File: src/rtl/bma_pkg.sv
package bma_pkg;

    localparam int MAX_WINDOW  = 64;
    localparam int SAMPLE_BITS = 16;
    localparam int CFG_W       = 7;

    localparam logic [CFG_W-1:0] WINDOW_LEN_RESET = 7'd10;

    typedef struct packed {
        logic accept;
        logic update;
        logic div_step;
        logic load_out;
    } t_cmd;

    typedef struct packed {
        logic produce;
        logic div_done;
        logic out_free;
    } t_stat;

endpackage

File: src/rtl/bma_if.sv
interface bma_sample_if #(
    parameter int WIDTH = bma_pkg::SAMPLE_BITS
);
    logic                    valid;
    logic                    ready;
    logic signed [WIDTH-1:0] sample;

    modport source (output valid, output sample, input ready);
    modport sink   (input valid, input sample, output ready);
endinterface

interface bma_average_if #(
    parameter int WIDTH = bma_pkg::SAMPLE_BITS
);
    logic                    valid;
    logic                    ready;
    logic signed [WIDTH-1:0] average;

    modport source (output valid, output average, input ready);
    modport sink   (input valid, input average, output ready);
endinterface

File: src/rtl/boxcar_moving_average.sv
// Results: a request that completes a window has its average loaded into the output register
//   after the update, divide and done states; earlier requests give no result.
// Flow: a new request is taken only once the previous one is finished, in the idle state;
//   the one-bit-per-cycle restoring divider works over the 22-bit sum magnitude.
// Reset: synchronous, active low; window length returns to 10, the fill restarts, and the
//   sample store is not cleared. A configuration write also restarts the fill.
module boxcar_moving_average #(
    parameter int MAX_WINDOW  = bma_pkg::MAX_WINDOW,
    parameter int SAMPLE_BITS = bma_pkg::SAMPLE_BITS
) (
    input  logic                      i_clk,
    input  logic                      i_rst_n,
    input  logic                      i_cfg_we,
    input  logic [bma_pkg::CFG_W-1:0] i_cfg_data,
    bma_sample_if.sink                i_sample_if,
    bma_average_if.source             o_average_if
);

    bma_pkg::t_cmd  cmd;
    bma_pkg::t_stat stat;
    logic           in_ready;

    bma_ctrl u_ctrl (
        .i_clk      (i_clk),
        .i_rst_n    (i_rst_n),
        .i_in_valid (i_sample_if.valid),
        .o_in_ready (in_ready),
        .i_stat     (stat),
        .o_cmd      (cmd)
    );

    bma_dp #(
        .MAX_WINDOW  (MAX_WINDOW),
        .SAMPLE_BITS (SAMPLE_BITS)
    ) u_dp (
        .i_clk       (i_clk),
        .i_rst_n     (i_rst_n),
        .i_cfg_we    (i_cfg_we),
        .i_cfg_data  (i_cfg_data),
        .i_sample    (i_sample_if.sample),
        .o_average   (o_average_if.average),
        .o_out_valid (o_average_if.valid),
        .i_out_ready (o_average_if.ready),
        .i_cmd       (cmd),
        .o_stat      (stat)
    );

    assign i_sample_if.ready = in_ready;

    a_cmd_exclusive: assert property (@(posedge i_clk) disable iff (!i_rst_n)
        $onehot0({cmd.accept, cmd.update, cmd.div_step, cmd.load_out}))
        else $error("more than one datapath command at once");

    a_one_request: assert property (@(posedge i_clk) disable iff (!i_rst_n)
        (i_sample_if.valid && in_ready) |=> !in_ready)
        else $error("request taken while previous one in progress");

    a_load_shows: assert property (@(posedge i_clk) disable iff (!i_rst_n)
        cmd.load_out |=> o_average_if.valid)
        else $error("loaded average not presented");

    a_load_free: assert property (@(posedge i_clk) disable iff (!i_rst_n)
        cmd.load_out |-> (!o_average_if.valid || o_average_if.ready))
        else $error("average overwritten before taken");

endmodule

File: src/rtl/bma_ram.sv
module bma_ram #(
    parameter int WIDTH = bma_pkg::SAMPLE_BITS,
    parameter int DEPTH = bma_pkg::MAX_WINDOW
) (
    input  logic                     i_clk,
    input  logic                     i_we,
    input  logic [$clog2(DEPTH)-1:0] i_waddr,
    input  logic [WIDTH-1:0]         i_wdata,
    input  logic                     i_re,
    input  logic [$clog2(DEPTH)-1:0] i_raddr,
    output logic [WIDTH-1:0]         o_rdata
);

    logic [WIDTH-1:0] r_mem [DEPTH];
    logic [WIDTH-1:0] r_rdata;

    always_ff @(posedge i_clk) begin
        if (i_we) begin
            r_mem[i_waddr] <= i_wdata;
        end
        if (i_re) begin
            r_rdata <= r_mem[i_raddr];
        end
    end

    assign o_rdata = r_rdata;

endmodule

File: src/rtl/bma_ctrl.sv
module bma_ctrl (
    input  logic           i_clk,
    input  logic           i_rst_n,
    input  logic           i_in_valid,
    output logic           o_in_ready,
    input  bma_pkg::t_stat i_stat,
    output bma_pkg::t_cmd  o_cmd
);

    typedef enum logic [3:0] {
        S_IDLE   = 4'b0001,
        S_UPDATE = 4'b0010,
        S_DIVIDE = 4'b0100,
        S_DONE   = 4'b1000
    } t_state;

    t_state r_state;
    t_state n_state;

    always_comb begin
        n_state    = r_state;
        o_in_ready = 1'b0;
        o_cmd      = '0;
        case (r_state)
            S_IDLE: begin
                o_in_ready   = 1'b1;
                o_cmd.accept = i_in_valid;
                if (i_in_valid) begin
                    n_state = S_UPDATE;
                end
            end
            S_UPDATE: begin
                o_cmd.update = 1'b1;
                n_state      = i_stat.produce ? S_DIVIDE : S_IDLE;
            end
            S_DIVIDE: begin
                o_cmd.div_step = 1'b1;
                if (i_stat.div_done) begin
                    n_state = S_DONE;
                end
            end
            S_DONE: begin
                o_cmd.load_out = i_stat.out_free;
                if (i_stat.out_free) begin
                    n_state = S_IDLE;
                end
            end
            default: begin
                n_state = S_IDLE;
            end
        endcase
    end

    always_ff @(posedge i_clk) begin
        if (!i_rst_n) begin
            r_state <= S_IDLE;
        end else begin
            r_state <= n_state;
        end
    end

endmodule

File: src/rtl/bma_dp.sv
module bma_dp #(
    parameter int MAX_WINDOW  = bma_pkg::MAX_WINDOW,
    parameter int SAMPLE_BITS = bma_pkg::SAMPLE_BITS
) (
    input  logic                        i_clk,
    input  logic                        i_rst_n,
    input  logic                        i_cfg_we,
    input  logic [bma_pkg::CFG_W-1:0]   i_cfg_data,
    input  logic [SAMPLE_BITS-1:0]      i_sample,
    output logic [SAMPLE_BITS-1:0]      o_average,
    output logic                        o_out_valid,
    input  logic                        i_out_ready,
    input  bma_pkg::t_cmd               i_cmd,
    output bma_pkg::t_stat              o_stat
);

    localparam int ADDR_W = $clog2(MAX_WINDOW);
    localparam int LEN_W  = $clog2(MAX_WINDOW + 1);
    localparam int SUM_W  = SAMPLE_BITS + ADDR_W + 1;
    localparam int MAG_W  = SUM_W - 1;
    localparam int CNT_W  = $clog2(MAG_W + 1);

    logic [bma_pkg::CFG_W-1:0] r_window_len;
    logic [SUM_W-1:0]          r_sum;
    logic [ADDR_W-1:0]         r_slot;
    logic [LEN_W-1:0]          r_fill;
    logic [SAMPLE_BITS-1:0]    r_sample;
    logic [LEN_W-1:0]          r_rem;
    logic [MAG_W-1:0]          r_quo;
    logic                      r_neg;
    logic [CNT_W-1:0]          r_cnt;
    logic [SAMPLE_BITS-1:0]    r_avg;
    logic                      r_out_valid;

    logic [LEN_W-1:0]       len;
    logic [ADDR_W-1:0]      slot_eff;
    logic [LEN_W-1:0]       slot_inc;
    logic [ADDR_W-1:0]      n_slot;
    logic                   full;
    logic [LEN_W-1:0]       fill_inc;
    logic [SAMPLE_BITS-1:0] old_sample;
    logic [SUM_W-1:0]       old_ext;
    logic [SUM_W-1:0]       smp_ext;
    logic [SUM_W-1:0]       n_sum;
    logic [SUM_W-1:0]       sum_abs;
    logic [LEN_W:0]         rem_sh;
    logic                   rem_ge;
    logic [LEN_W:0]         rem_sub;
    logic [SAMPLE_BITS-1:0] quo_lo;

    always_comb begin
        if (r_window_len == '0) begin
            len = LEN_W'(1);
        end else if (32'(r_window_len) > 32'(MAX_WINDOW)) begin
            len = LEN_W'(MAX_WINDOW);
        end else begin
            len = LEN_W'(r_window_len);
        end
    end

    always_comb begin
        slot_eff = (32'(r_slot) >= 32'(len)) ? '0 : r_slot;
        slot_inc = LEN_W'(slot_eff) + LEN_W'(1);
        n_slot   = (slot_inc >= len) ? '0 : ADDR_W'(slot_inc);
        full     = (r_fill >= len);
        fill_inc = r_fill + LEN_W'(1);
        old_ext  = {{(SUM_W - SAMPLE_BITS){old_sample[SAMPLE_BITS-1]}}, old_sample};
        smp_ext  = {{(SUM_W - SAMPLE_BITS){r_sample[SAMPLE_BITS-1]}}, r_sample};
        n_sum    = r_sum - (full ? old_ext : '0) + smp_ext;
        sum_abs  = n_sum[SUM_W-1] ? (~n_sum + SUM_W'(1)) : n_sum;
        rem_sh   = {r_rem, r_quo[MAG_W-1]};
        rem_ge   = (rem_sh >= {1'b0, len});
        rem_sub  = rem_sh - {1'b0, len};
        quo_lo   = r_quo[SAMPLE_BITS-1:0];
    end

    bma_ram #(
        .WIDTH (SAMPLE_BITS),
        .DEPTH (MAX_WINDOW)
    ) u_ram (
        .i_clk   (i_clk),
        .i_we    (i_cmd.update),
        .i_waddr (slot_eff),
        .i_wdata (r_sample),
        .i_re    (i_cmd.accept),
        .i_raddr (slot_eff),
        .o_rdata (old_sample)
    );

    always_ff @(posedge i_clk) begin
        if (!i_rst_n) begin
            r_window_len <= bma_pkg::WINDOW_LEN_RESET;
            r_sum        <= '0;
            r_slot       <= '0;
            r_fill       <= '0;
            r_cnt        <= '0;
            r_out_valid  <= 1'b0;
        end else begin
            if (i_cfg_we) begin
                r_window_len <= i_cfg_data;
                r_sum        <= '0;
                r_slot       <= '0;
                r_fill       <= '0;
            end else if (i_cmd.update) begin
                r_sum  <= n_sum;
                r_slot <= n_slot;
                if (!full) begin
                    r_fill <= fill_inc;
                end
            end
            if (i_cmd.update) begin
                r_cnt <= CNT_W'(MAG_W);
            end else if (i_cmd.div_step) begin
                r_cnt <= r_cnt - CNT_W'(1);
            end
            if (i_cmd.load_out) begin
                r_out_valid <= 1'b1;
            end else if (i_out_ready) begin
                r_out_valid <= 1'b0;
            end
        end
    end

    always_ff @(posedge i_clk) begin
        if (i_cmd.accept) begin
            r_sample <= i_sample;
        end
        if (i_cmd.update) begin
            r_rem <= '0;
            r_quo <= sum_abs[MAG_W-1:0];
            r_neg <= n_sum[SUM_W-1];
        end else if (i_cmd.div_step) begin
            r_rem <= rem_ge ? rem_sub[LEN_W-1:0] : rem_sh[LEN_W-1:0];
            r_quo <= {r_quo[MAG_W-2:0], rem_ge};
        end
        if (i_cmd.load_out) begin
            r_avg <= r_neg ? (~quo_lo + SAMPLE_BITS'(1)) : quo_lo;
        end
    end

    always_comb begin
        o_stat.produce  = full || (fill_inc == len);
        o_stat.div_done = (r_cnt == CNT_W'(1));
        o_stat.out_free = !r_out_valid || i_out_ready;
    end

    assign o_average   = r_avg;
    assign o_out_valid = r_out_valid;

endmodule
File: src/flat_wrapper.sv
// flat-port wrapper written by rule: the top's interface ports become plain ports
module boxcar_moving_average_flat 
#(
    parameter int MAX_WINDOW  = bma_pkg::MAX_WINDOW,
    parameter int SAMPLE_BITS = bma_pkg::SAMPLE_BITS
)
  (i_clk, i_rst_n, i_cfg_we, i_cfg_data, i_sample_if_valid, i_sample_if_sample, i_sample_if_ready, o_average_if_valid, o_average_if_average, o_average_if_ready);
  bma_sample_if i_sample_if_i ();
  bma_average_if o_average_if_i ();
  input  logic i_clk;
  input  logic i_rst_n;
  input  logic i_cfg_we;
  input  logic [bma_pkg::CFG_W-1:0] i_cfg_data;
  input wire logic [$bits(i_sample_if_i.valid)-1:0] i_sample_if_valid;
  input wire logic [$bits(i_sample_if_i.sample)-1:0] i_sample_if_sample;
  output wire logic [$bits(i_sample_if_i.ready)-1:0] i_sample_if_ready;
  output wire logic [$bits(o_average_if_i.valid)-1:0] o_average_if_valid;
  output wire logic [$bits(o_average_if_i.average)-1:0] o_average_if_average;
  input wire logic [$bits(o_average_if_i.ready)-1:0] o_average_if_ready;
  assign i_sample_if_i.valid = i_sample_if_valid;
  assign i_sample_if_i.sample = i_sample_if_sample;
  assign i_sample_if_ready = i_sample_if_i.ready;
  assign o_average_if_valid = o_average_if_i.valid;
  assign o_average_if_average = o_average_if_i.average;
  assign o_average_if_i.ready = o_average_if_ready;
  boxcar_moving_average #(.MAX_WINDOW(MAX_WINDOW), .SAMPLE_BITS(SAMPLE_BITS)) u_core (.i_clk(i_clk), .i_rst_n(i_rst_n), .i_cfg_we(i_cfg_we), .i_cfg_data(i_cfg_data), .i_sample_if(i_sample_if_i), .o_average_if(o_average_if_i));
endmodule
File: config.mk
export PLATFORM = sky130hd
export DESIGN_NAME = boxcar_moving_average_flat
export DESIGN_NICKNAME = d
export VERILOG_FILES = /design/src/rtl/bma_pkg.sv /design/src/rtl/bma_if.sv /design/src/rtl/boxcar_moving_average.sv /design/src/rtl/bma_ram.sv /design/src/rtl/bma_ctrl.sv /design/src/rtl/bma_dp.sv /design/src/flat_wrapper.sv
export SDC_FILE = /design/constraint.sdc
export NUM_CORES = 1
export LEC_CHECK = 0
export ABC_AREA = 1
export BUFFER_PORTS_ARGS = -buffer_cell sky130_fd_sc_hd__buf_2
export CORE_ASPECT_RATIO = 2
export CORE_MARGIN = 8
export CORE_UTILIZATION = 45
export CTS_CLUSTER_SIZE = 24
export DETAILED_ROUTE_END_ITERATION = 16
export GPL_ROUTABILITY_DRIVEN = 0
export PLACE_DENSITY = 0.7
export SLEW_MARGIN = 20
export SYNTH_ARGS = -nofsm -noshare
export SYNTH_HDL_FRONTEND = slang
export SYNTH_HIERARCHICAL = 1
export SYNTH_SLANG_ARGS = --single-unit
File: constraint.sdc
create_clock -name i_clk -period 5.7 [get_ports i_clk]
set_clock_uncertainty 0.2 [all_clocks]
set_input_delay 1.71 -clock i_clk [delete_from_list [all_inputs] [get_ports i_clk]]
set_output_delay 1.71 -clock i_clk [all_outputs]
set_load 0.05 [all_outputs]
# Yosys cells after proc, flatten, opt, wreduce, memory -nomap -nowiden

Memories as Yosys holds them, arrays and structs flattened. A register that Yosys moved wholly into a read port is not among the register bits.
Cells that the tools add are included.

Bits in registers: 115
Bits in writable memories: 1024
Memories: 1
Input bits: 28

Equality and inequality tests: 9
Multiplexer cells: 26
Bitwise operators: 4
$add $sub $neg: 8
Magnitude comparators: 5
Reductions and logical operators: 10

Memories:

| memory                  | words | width | read ports | clocked after memory_dff | wr ports | RTL line      | RTL |
|---|---|---|---|---|---|---|---|
| u_core.u_dp.u_ram.r_mem | 64    | 16    | 1          | 1                        | 1        | bma_ram.sv:14 | `logic [WIDTH-1:0] r_mem [DEPTH];` |

Operators by type and width:

| cell                                                            | count |
|---|---|
| 22-bit 2-to-1 mux                                               | 3 |
| 23-bit adder                                                    | 1 |
| 23-bit 2-to-1 mux                                               | 1 |
| 23-bit subtractor                                               | 1 |
| 22-bit by 1-bit adder with 22-bit output, second input constant | 1 |
| 22-bit NOT                                                      | 1 |
| 7-bit 2-to-1 mux                                                | 3 |
| 16-bit by 1-bit adder with 16-bit output, second input constant | 1 |
| 16-bit 2-to-1 mux                                               | 1 |
| 16-bit NOT                                                      | 1 |
| 4-bit one-hot mux with 4 select lines                           | 1 |
| 7-bit >= comparator                                             | 2 |
| 4-bit 2-to-1 mux                                                | 3 |
| 6-bit 2-to-1 mux                                                | 2 |
| 5-bit 2-to-1 mux                                                | 2 |
| 1-bit 2-to-1 mux                                                | 9 |
| 8-bit by 7-bit >= comparator with 1-bit output                  | 1 |
| 6-bit by 1-bit adder with 7-bit output, second input constant   | 1 |
| 7-bit by 1-bit adder with 7-bit output, second input constant   | 1 |
| 7-bit equality test                                             | 1 |
| 6-bit by 7-bit >= comparator with 1-bit output                  | 1 |
| 7-bit greater-than comparator, second input constant            | 1 |
| 7-bit logical NOT                                               | 1 |
| 7-bit subtractor                                                | 1 |
| other kinds (16)                                                | 21 |

# Longest topological paths before layout

Word-level depth: 11
Depth in mapped cells: 32
Gate-level depth less buffers: 32

# By module

Netlist, hierarchy kept.

Modules (own cells, without submodules):

| module   | sequential area each (µm²) | cells an instance | times used | area each (µm²) |
|---|---|---|---|---|
| bma_ram  | 31230.0                    | 3517              | 1          | 42259.3 |
| bma_dp   | 2772.7                     | 1225              | 1          | 8673.3 |
| bma_ctrl | 80.1                       | 45                | 1          | 257.7 |

# Worst setup path after synthesis

OpenSTA, ideal clock, no wires.

Path kind: reg2reg
From: reg u_core/u_dp/r_window_len[4] in the netlist's numbering
To: mem u_core/u_dp/u_ram/r_mem[49][0] in the netlist's numbering, enable pin
Stages on the path, launching flop included: 14
Library setup time: 431 ps
Path slack: 1295 ps
Buffers on the path: 1
Arrival time: 3774 ps
Cells stage by stage: dfxtp_1 > nor2_1 > nand3_1 > nand2_1 > nand2_1 > ha_1 > nand2_1 > nor2_1 > a21oi_2 > nand3_4 > nor2_1 > clkbuf_1 > inv_1 > nor4_1

Longest elaborated chain between the ends: 5
Elaborated cells between the ends (all ways): 6
Those cells by class: order compare: 2; mux: 3; reduce/logical: 1

Ends and longest elaborated chain:

| what                                               | RTL line      | RTL |
|---|---|---|
| start, declared                                    | bma_dp.sv:23  | `logic [bma_pkg::CFG_W-1:0] r_window_len;` |
| start signal, assigned                             | bma_dp.sv:92  | `r_window_len <= bma_pkg::WINDOW_LEN_RESET;` |
| start signal, assigned                             | bma_dp.sv:100 | `r_window_len <= i_cfg_data;` |
| 7-bit greater-than comparator                      | bma_dp.sv:54  | `end else if (32'(r_window_len) > 32'(MAX_WINDOW)) begin` |
| 7-bit 2-to-1 mux                                   | bma_dp.sv:54  |  |
| 7-bit 2-to-1 mux (*)                               | bma_dp.sv:52  | `if (r_window_len == '0) begin` |
| 6-bit by 7-bit >= comparator with 1-bit output (*) | bma_dp.sv:62  | `slot_eff = (32'(r_slot) >= 32'(len)) ? '0 : r_slot;` |
| 6-bit 2-to-1 mux (*)                               | bma_dp.sv:62  |  |
| named net u_core.u_dp.slot_eff[0]                  | bma_dp.sv:36  | `logic [ADDR_W-1:0] slot_eff;` |
| end, declared                                      | bma_ram.sv:14 |  |

The timed path passes the listed nets; every way through them passes the cells marked *.

# Worst setup path in the final report

From: reg u_core/u_dp/r_window_len[0] in the netlist's numbering
To: reg u_core.u_dp.r_quo[9] (data pin)

Longest elaborated chain between the ends: 11
Elaborated cells between the ends (all ways): 12
Those cells by class: add/sub: 3; order compare: 2; mux: 5; bitwise: 1; reduce/logical: 1

Ends and longest elaborated chain:

| what                                     | RTL line      | RTL |
|---|---|---|
| 7-bit greater-than comparator            | bma_dp.sv:54  |  |
| 7-bit 2-to-1 mux                         | bma_dp.sv:54  |  |
| 7-bit 2-to-1 mux (*)                     | bma_dp.sv:52  |  |
| 7-bit >= comparator (*)                  | bma_dp.sv:65  | `full = (r_fill >= len);` |
| 23-bit 2-to-1 mux (*)                    | bma_dp.sv:69  | `n_sum = r_sum - (full ? old_ext : '0) + smp_ext;` |
| 23-bit subtractor (*)                    | bma_dp.sv:69  |  |
| 23-bit adder (*)                         | bma_dp.sv:69  |  |
| 22-bit NOT                               | bma_dp.sv:70  | `sum_abs = n_sum[SUM_W-1] ? (~n_sum + SUM_W'(1)) : n_sum;` |
| 22-bit by 1-bit adder with 22-bit output | bma_dp.sv:70  |  |
| 22-bit 2-to-1 mux (*)                    | bma_dp.sv:70  |  |
| 22-bit 2-to-1 mux (*)                    | bma_dp.sv:128 | `if (i_cmd.update) begin` |
| end signal, assigned                     | bma_dp.sv:130 | `r_quo <= sum_abs[MAG_W-1:0];` |
| end signal, assigned                     | bma_dp.sv:134 | `r_quo <= {r_quo[MAG_W-2:0], rem_ge};` |
| end, declared                            | bma_dp.sv:29  | `logic [MAG_W-1:0] r_quo;` |

Every way passes the cells marked *; elsewhere a longest branch is shown, timed or not.
A chain may end at the register's enable or synchronous reset.

==> summary by stage <==
CTS
TritonCTS built the clock tree. The clock tree root buffer cell is sky130_fd_sc_hd__clkbuf_16. The post-CTS resize count is 0. Buffers inserted to repair hold after CTS numbered 0. The clock transition at the registers of the reported paths is 60 ps.

The clock tree synthesis step divided the H-tree into 3 levels. CTS saw 1,155 sinks. The post-CTS setup buffer count is 0.

The clock reaches the later pin of the worst-skew pair after approximately 700 ps. Clock tree synthesis inserted a total of 103 buffers. The clock passes through at most 3 buffers.

Worst setup path
The number of buffers and inverters on the critical path is 3. In this run the critical register-to-register path is captured at u_core/u_dp/r_quo[9]. The endpoint arrival time on the critical path is between 5000 and 6000 ps. The biggest fanout along the worst timing path is 32. The critical path starts at u_core/u_dp/r_window_len[0]. Broken down by cell family, the worst path's largest delay share belongs to simple AND/OR/NAND/NOR gates. The logic depth of the worst register-to-register path is 22. The data required time of the worst path is 5920 ps. STA classifies the critical path startpoint as a flop. The type of the setup path with the least slack is reg -> reg. The setup slack of the most critical reg-to-reg path is 540 ps. The critical register-to-register path startpoint is u_core/u_dp/r_window_len[0].

Walking the worst path, the cells encountered are nor2_1 > nand3_1 > o21ai_0 > ha_1 > nand4_1 > nand3_2 > nand2_1 > inv_1 > fa_1 > inv_1 > ha_1 > nand2_1 > nor3_1 > inv_1 > nor2_1 > nor2_1 > nand2_2 > nand3_2 > nand2_4 > nand2_1 > o21ai_0 > o21ai_1. The largest single stage delay on the critical path is 540 ps. The worst setup path is captured at a flop.

The cell with the biggest individual delay on the critical path is sky130_fd_sc_hd__fa_1.

Logic synthesis
During synthesis, Yosys emitted a total of 6 warnings. Synthesis produced a netlist whose cell count is about 4,800. The post-synth net total is 4,894. The mapped netlist covers 51,190 um2.

In this run, synthesis inferred 1,095 flip-flops with an integrated enable. Sorting the synthesized cells by area gives the leading types as sky130_fd_sc_hd__edfxtp_1 (64%), sky130_fd_sc_hd__nand2_1 (12%), sky130_fd_sc_hd__nand3_1 (9.3%). Synthesis inferred 1,155 register bits.

The library cell occupying the most area in the post-synthesis netlist is sky130_fd_sc_hd__edfxtp_1. The share of the Yosys chip area taken by registers is 0.6658. By count the netlist is led by sky130_fd_sc_hd__nand2_1 (1,612), sky130_fd_sc_hd__edfxtp_1 (1,095), sky130_fd_sc_hd__nand3_1 (955), sky130_fd_sc_hd__inv_1 (266), sky130_fd_sc_hd__nor2_1 (157). The number of different library cells in the post-synthesis netlist is 50. The share of synthesized area in the top cell type comes to 0.6423. The top flip-flop cell by instance count after synthesis is sky130_fd_sc_hd__edfxtp_1. The mean instance size in the synthesized netlist is 10.69 um2. The most repeated cell in the gate-level netlist after synthesis is sky130_fd_sc_hd__nand2_1.

The async set-or-reset flop fraction in the synthesized netlist is 0.

Die
The placeable core region is 113,200 um2. The number of top-level pins is 46. The die footprint is 125,500 um2. From left edge to right edge, the die measures 254.5 um.

The y dimension of the die is roughly 500 um. The initial core utilization is 0.4522. The site row count is 175.

Layout
Leaving out filler cells and counting taps, the final layout contains roughly 6,400. The growth of design area from synthesis to finish is 10.40%. Of the cells placed in the final design, the portion with a size suffix greater than 1 is 0.08677. The number of nets in the layout is 4,942.

0 antenna diodes ended up in the layout.

Power
For this design the static power due to leakage is 21.28 nW. Across the VDD grid, the largest voltage drop is 334.7 uV. The power per unit of standard cell area is 315.2 nW/um2.

Place
Buffers placed on the I/O ports in this run total 45. The worst slack at placement is 608.5 ps. Counting tap cells, the placed design contains a total of 6,234 instances. The detailed-placement wirelength estimate is roughly 77,000 um.

Global routing
The remaining global-route overflow is 0. The first-pass GRT wire length is 201,900 um. The number of antenna violations at the first check in global routing is 0. Entering global routing, the biggest net connects 146 pins. The via count of the first global-routing pass came to 34,490.

The combined global-route utilization of all metal layers is 0.2074.

Routing
The mean routed wirelength per cell is 20.62 um. The average vias per placed instance is 5.574. For this run, the detailed router's first-pass iteration total came to 6.

The count of nets left with antenna violations once routing finished came out at 0. In the routed design, unresolved DRC markers number 0. The via count is 35,810. The detailed router finished its first iteration with 4,286 violations. The routed wire length is roughly 130,000 um.

STA
The worst setup margin is 541.4 ps. In this run the tightest slew margin relative to its limit is 0.3039. The number of hold-slack violations in the final timing report is 0. The final period utilization is 0.9050. In the final timing run, aggregate negative setup slack is 0 ps. For this run, the top clock speed supported by timing is roughly 0.19 GHz. Setup repair after global routing left no endpoint under its margin. The number of slew-limit violations in the final report came to 0. The final count of negative-setup-slack endpoints is 0. The measured slew at the worst slew-check pin is 1044 ps. Subtracting the final worst setup slack from the clock period gives around 5200 ps.

Min path
The cell count of the worst hold path is 2. The path class of the tightest hold or removal check is reg -> reg. The capture endpoint of the worst hold path is u_core/u_dp/r_sum[0]. The worst hold path begins at u_core/u_dp/r_sum[0].

Status
The run finished with clean final reports.

Flow run
The number of max-capacitance violations reported is 0.
==> final cells by class <==
type	instances	area, um2
clock buffers	128	2685
clock inverters	63	685.7
fillers	9808	56690
flip-flops and latches	1155	34080
repair buffers	188	1499
inverters	285	1096
well taps	1504	1882
multi-input cells	3102	14590
==> logic make-up (layout without fill, tap and decap cells) <==
kind of cell,Yosys count,count (layout),synth area share
buf+inv,530,664,0.05096
fa+ha+maj,79,79,0.02268
simple gates,2827,2827,0.2370
flops,1155,1155,0.6658
compound gates,169,169,0.01894
xor+xnor,27,27,0.004619
==> registers in the layout, indices dropped and copies added (netlist names) <==
name	count
u_core/u_dp/r_window_len	7
u_core/u_dp/r_slot	6
u_core/u_dp/r_cnt	5
u_core/u_dp/o_average	16
u_core/u_dp/r_sample	16
u_core/u_dp/u_ram/o_rdata	16
u_core/u_dp/r_fill	7
u_core/u_dp/r_quo	22
u_core/u_ctrl/r_state	4
u_core/u_dp/r_rem	7
u_core/u_dp/u_ram/r_mem	1024
u_core/u_dp/r_neg	1
u_core/u_dp/r_sum	23
u_core/u_dp/o_out_valid	1
==> per-layer routing <==
metal	GRT usage	share of wire	wire length, um	up-vias
li1	-	-	-	16500
met1	0.2694	0.39	51380	17290
met2	0.3451	0.48	64210	1752
met3	0.02709	0.086	11350	268
met4	0.09223	0.042	5573	0
met5	0	0	0	-
==> layout by cell type, fill, tap and decap left out, types with 16 or more instances in the layout <==
cell	n
sky130_fd_sc_hd__clkinv_2	19
sky130_fd_sc_hd__nand3_1	955
sky130_fd_sc_hd__a21oi_1	64
sky130_fd_sc_hd__o21ai_0	52
sky130_fd_sc_hd__xor2_1	23
sky130_fd_sc_hd__inv_1	264
sky130_fd_sc_hd__clkinv_1	19
sky130_fd_sc_hd__dfxtp_1	60
sky130_fd_sc_hd__buf_4	127
sky130_fd_sc_hd__nand4_1	26
sky130_fd_sc_hd__nor2_1	152
sky130_fd_sc_hd__fa_1	23
sky130_fd_sc_hd__clkbuf_1	23
sky130_fd_sc_hd__buf_2	45
sky130_fd_sc_hd__edfxtp_1	1095
sky130_fd_sc_hd__clkbuf_16	103
sky130_fd_sc_hd__nand2_1	1612
sky130_fd_sc_hd__buf_12	16
sky130_fd_sc_hd__ha_1	56
==> stage by stage <==
| step | util | power (W) | cell area [um2] | hold slack (ps) |
|---|---|---|---|---|
| detailed placement | 0.4695 | 0.01099 | 53150 | 264.3 |
| global route | 0.4993 | 0.01837 | 56520 | 294.4 |
| CTS | 0.4993 | 0.01788 | 56520 | 274.0 |
| global placement | 0.4695 | 0.01095 | 53150 | 257.7 |
| floorplan | - | 0.01059 | 51190 | 245.3 |
| finish | 0.4993 | 0.01781 | 56520 | 274.8 |
==> worst min-delay path, cell delays in order, from the launching register on <==
cell                      delay (ps)
sky130_fd_sc_hd__dfxtp_1         310
sky130_fd_sc_hd__nand2_1          60
sky130_fd_sc_hd__a21oi_1          50
==> power breakdown <==
part           internal, W  switching (W)  total, W
clock              0.00388        0.00310   0.00697
combinational     0.000370        0.00105   0.00142
sequential         0.00938      0.0000366   0.00942
==> worst max path at each step <==
| stage | end | depth (start not counted) |
|---|---|---|
| after floorplan | u_core/u_dp/u_ram/r_mem[49][0] | 13 |
| after global placement | u_core/u_dp/r_quo[11] | 26 |
| after detailed placement | u_core/u_dp/r_quo[9] | 25 |
| after CTS | u_core/u_dp/r_quo[9] | 25 |
| after global routing | u_core/u_dp/r_quo[11] | 25 |
| final | u_core/u_dp/r_quo[9] | 22 |
Power figures use the tool's default switching activity.
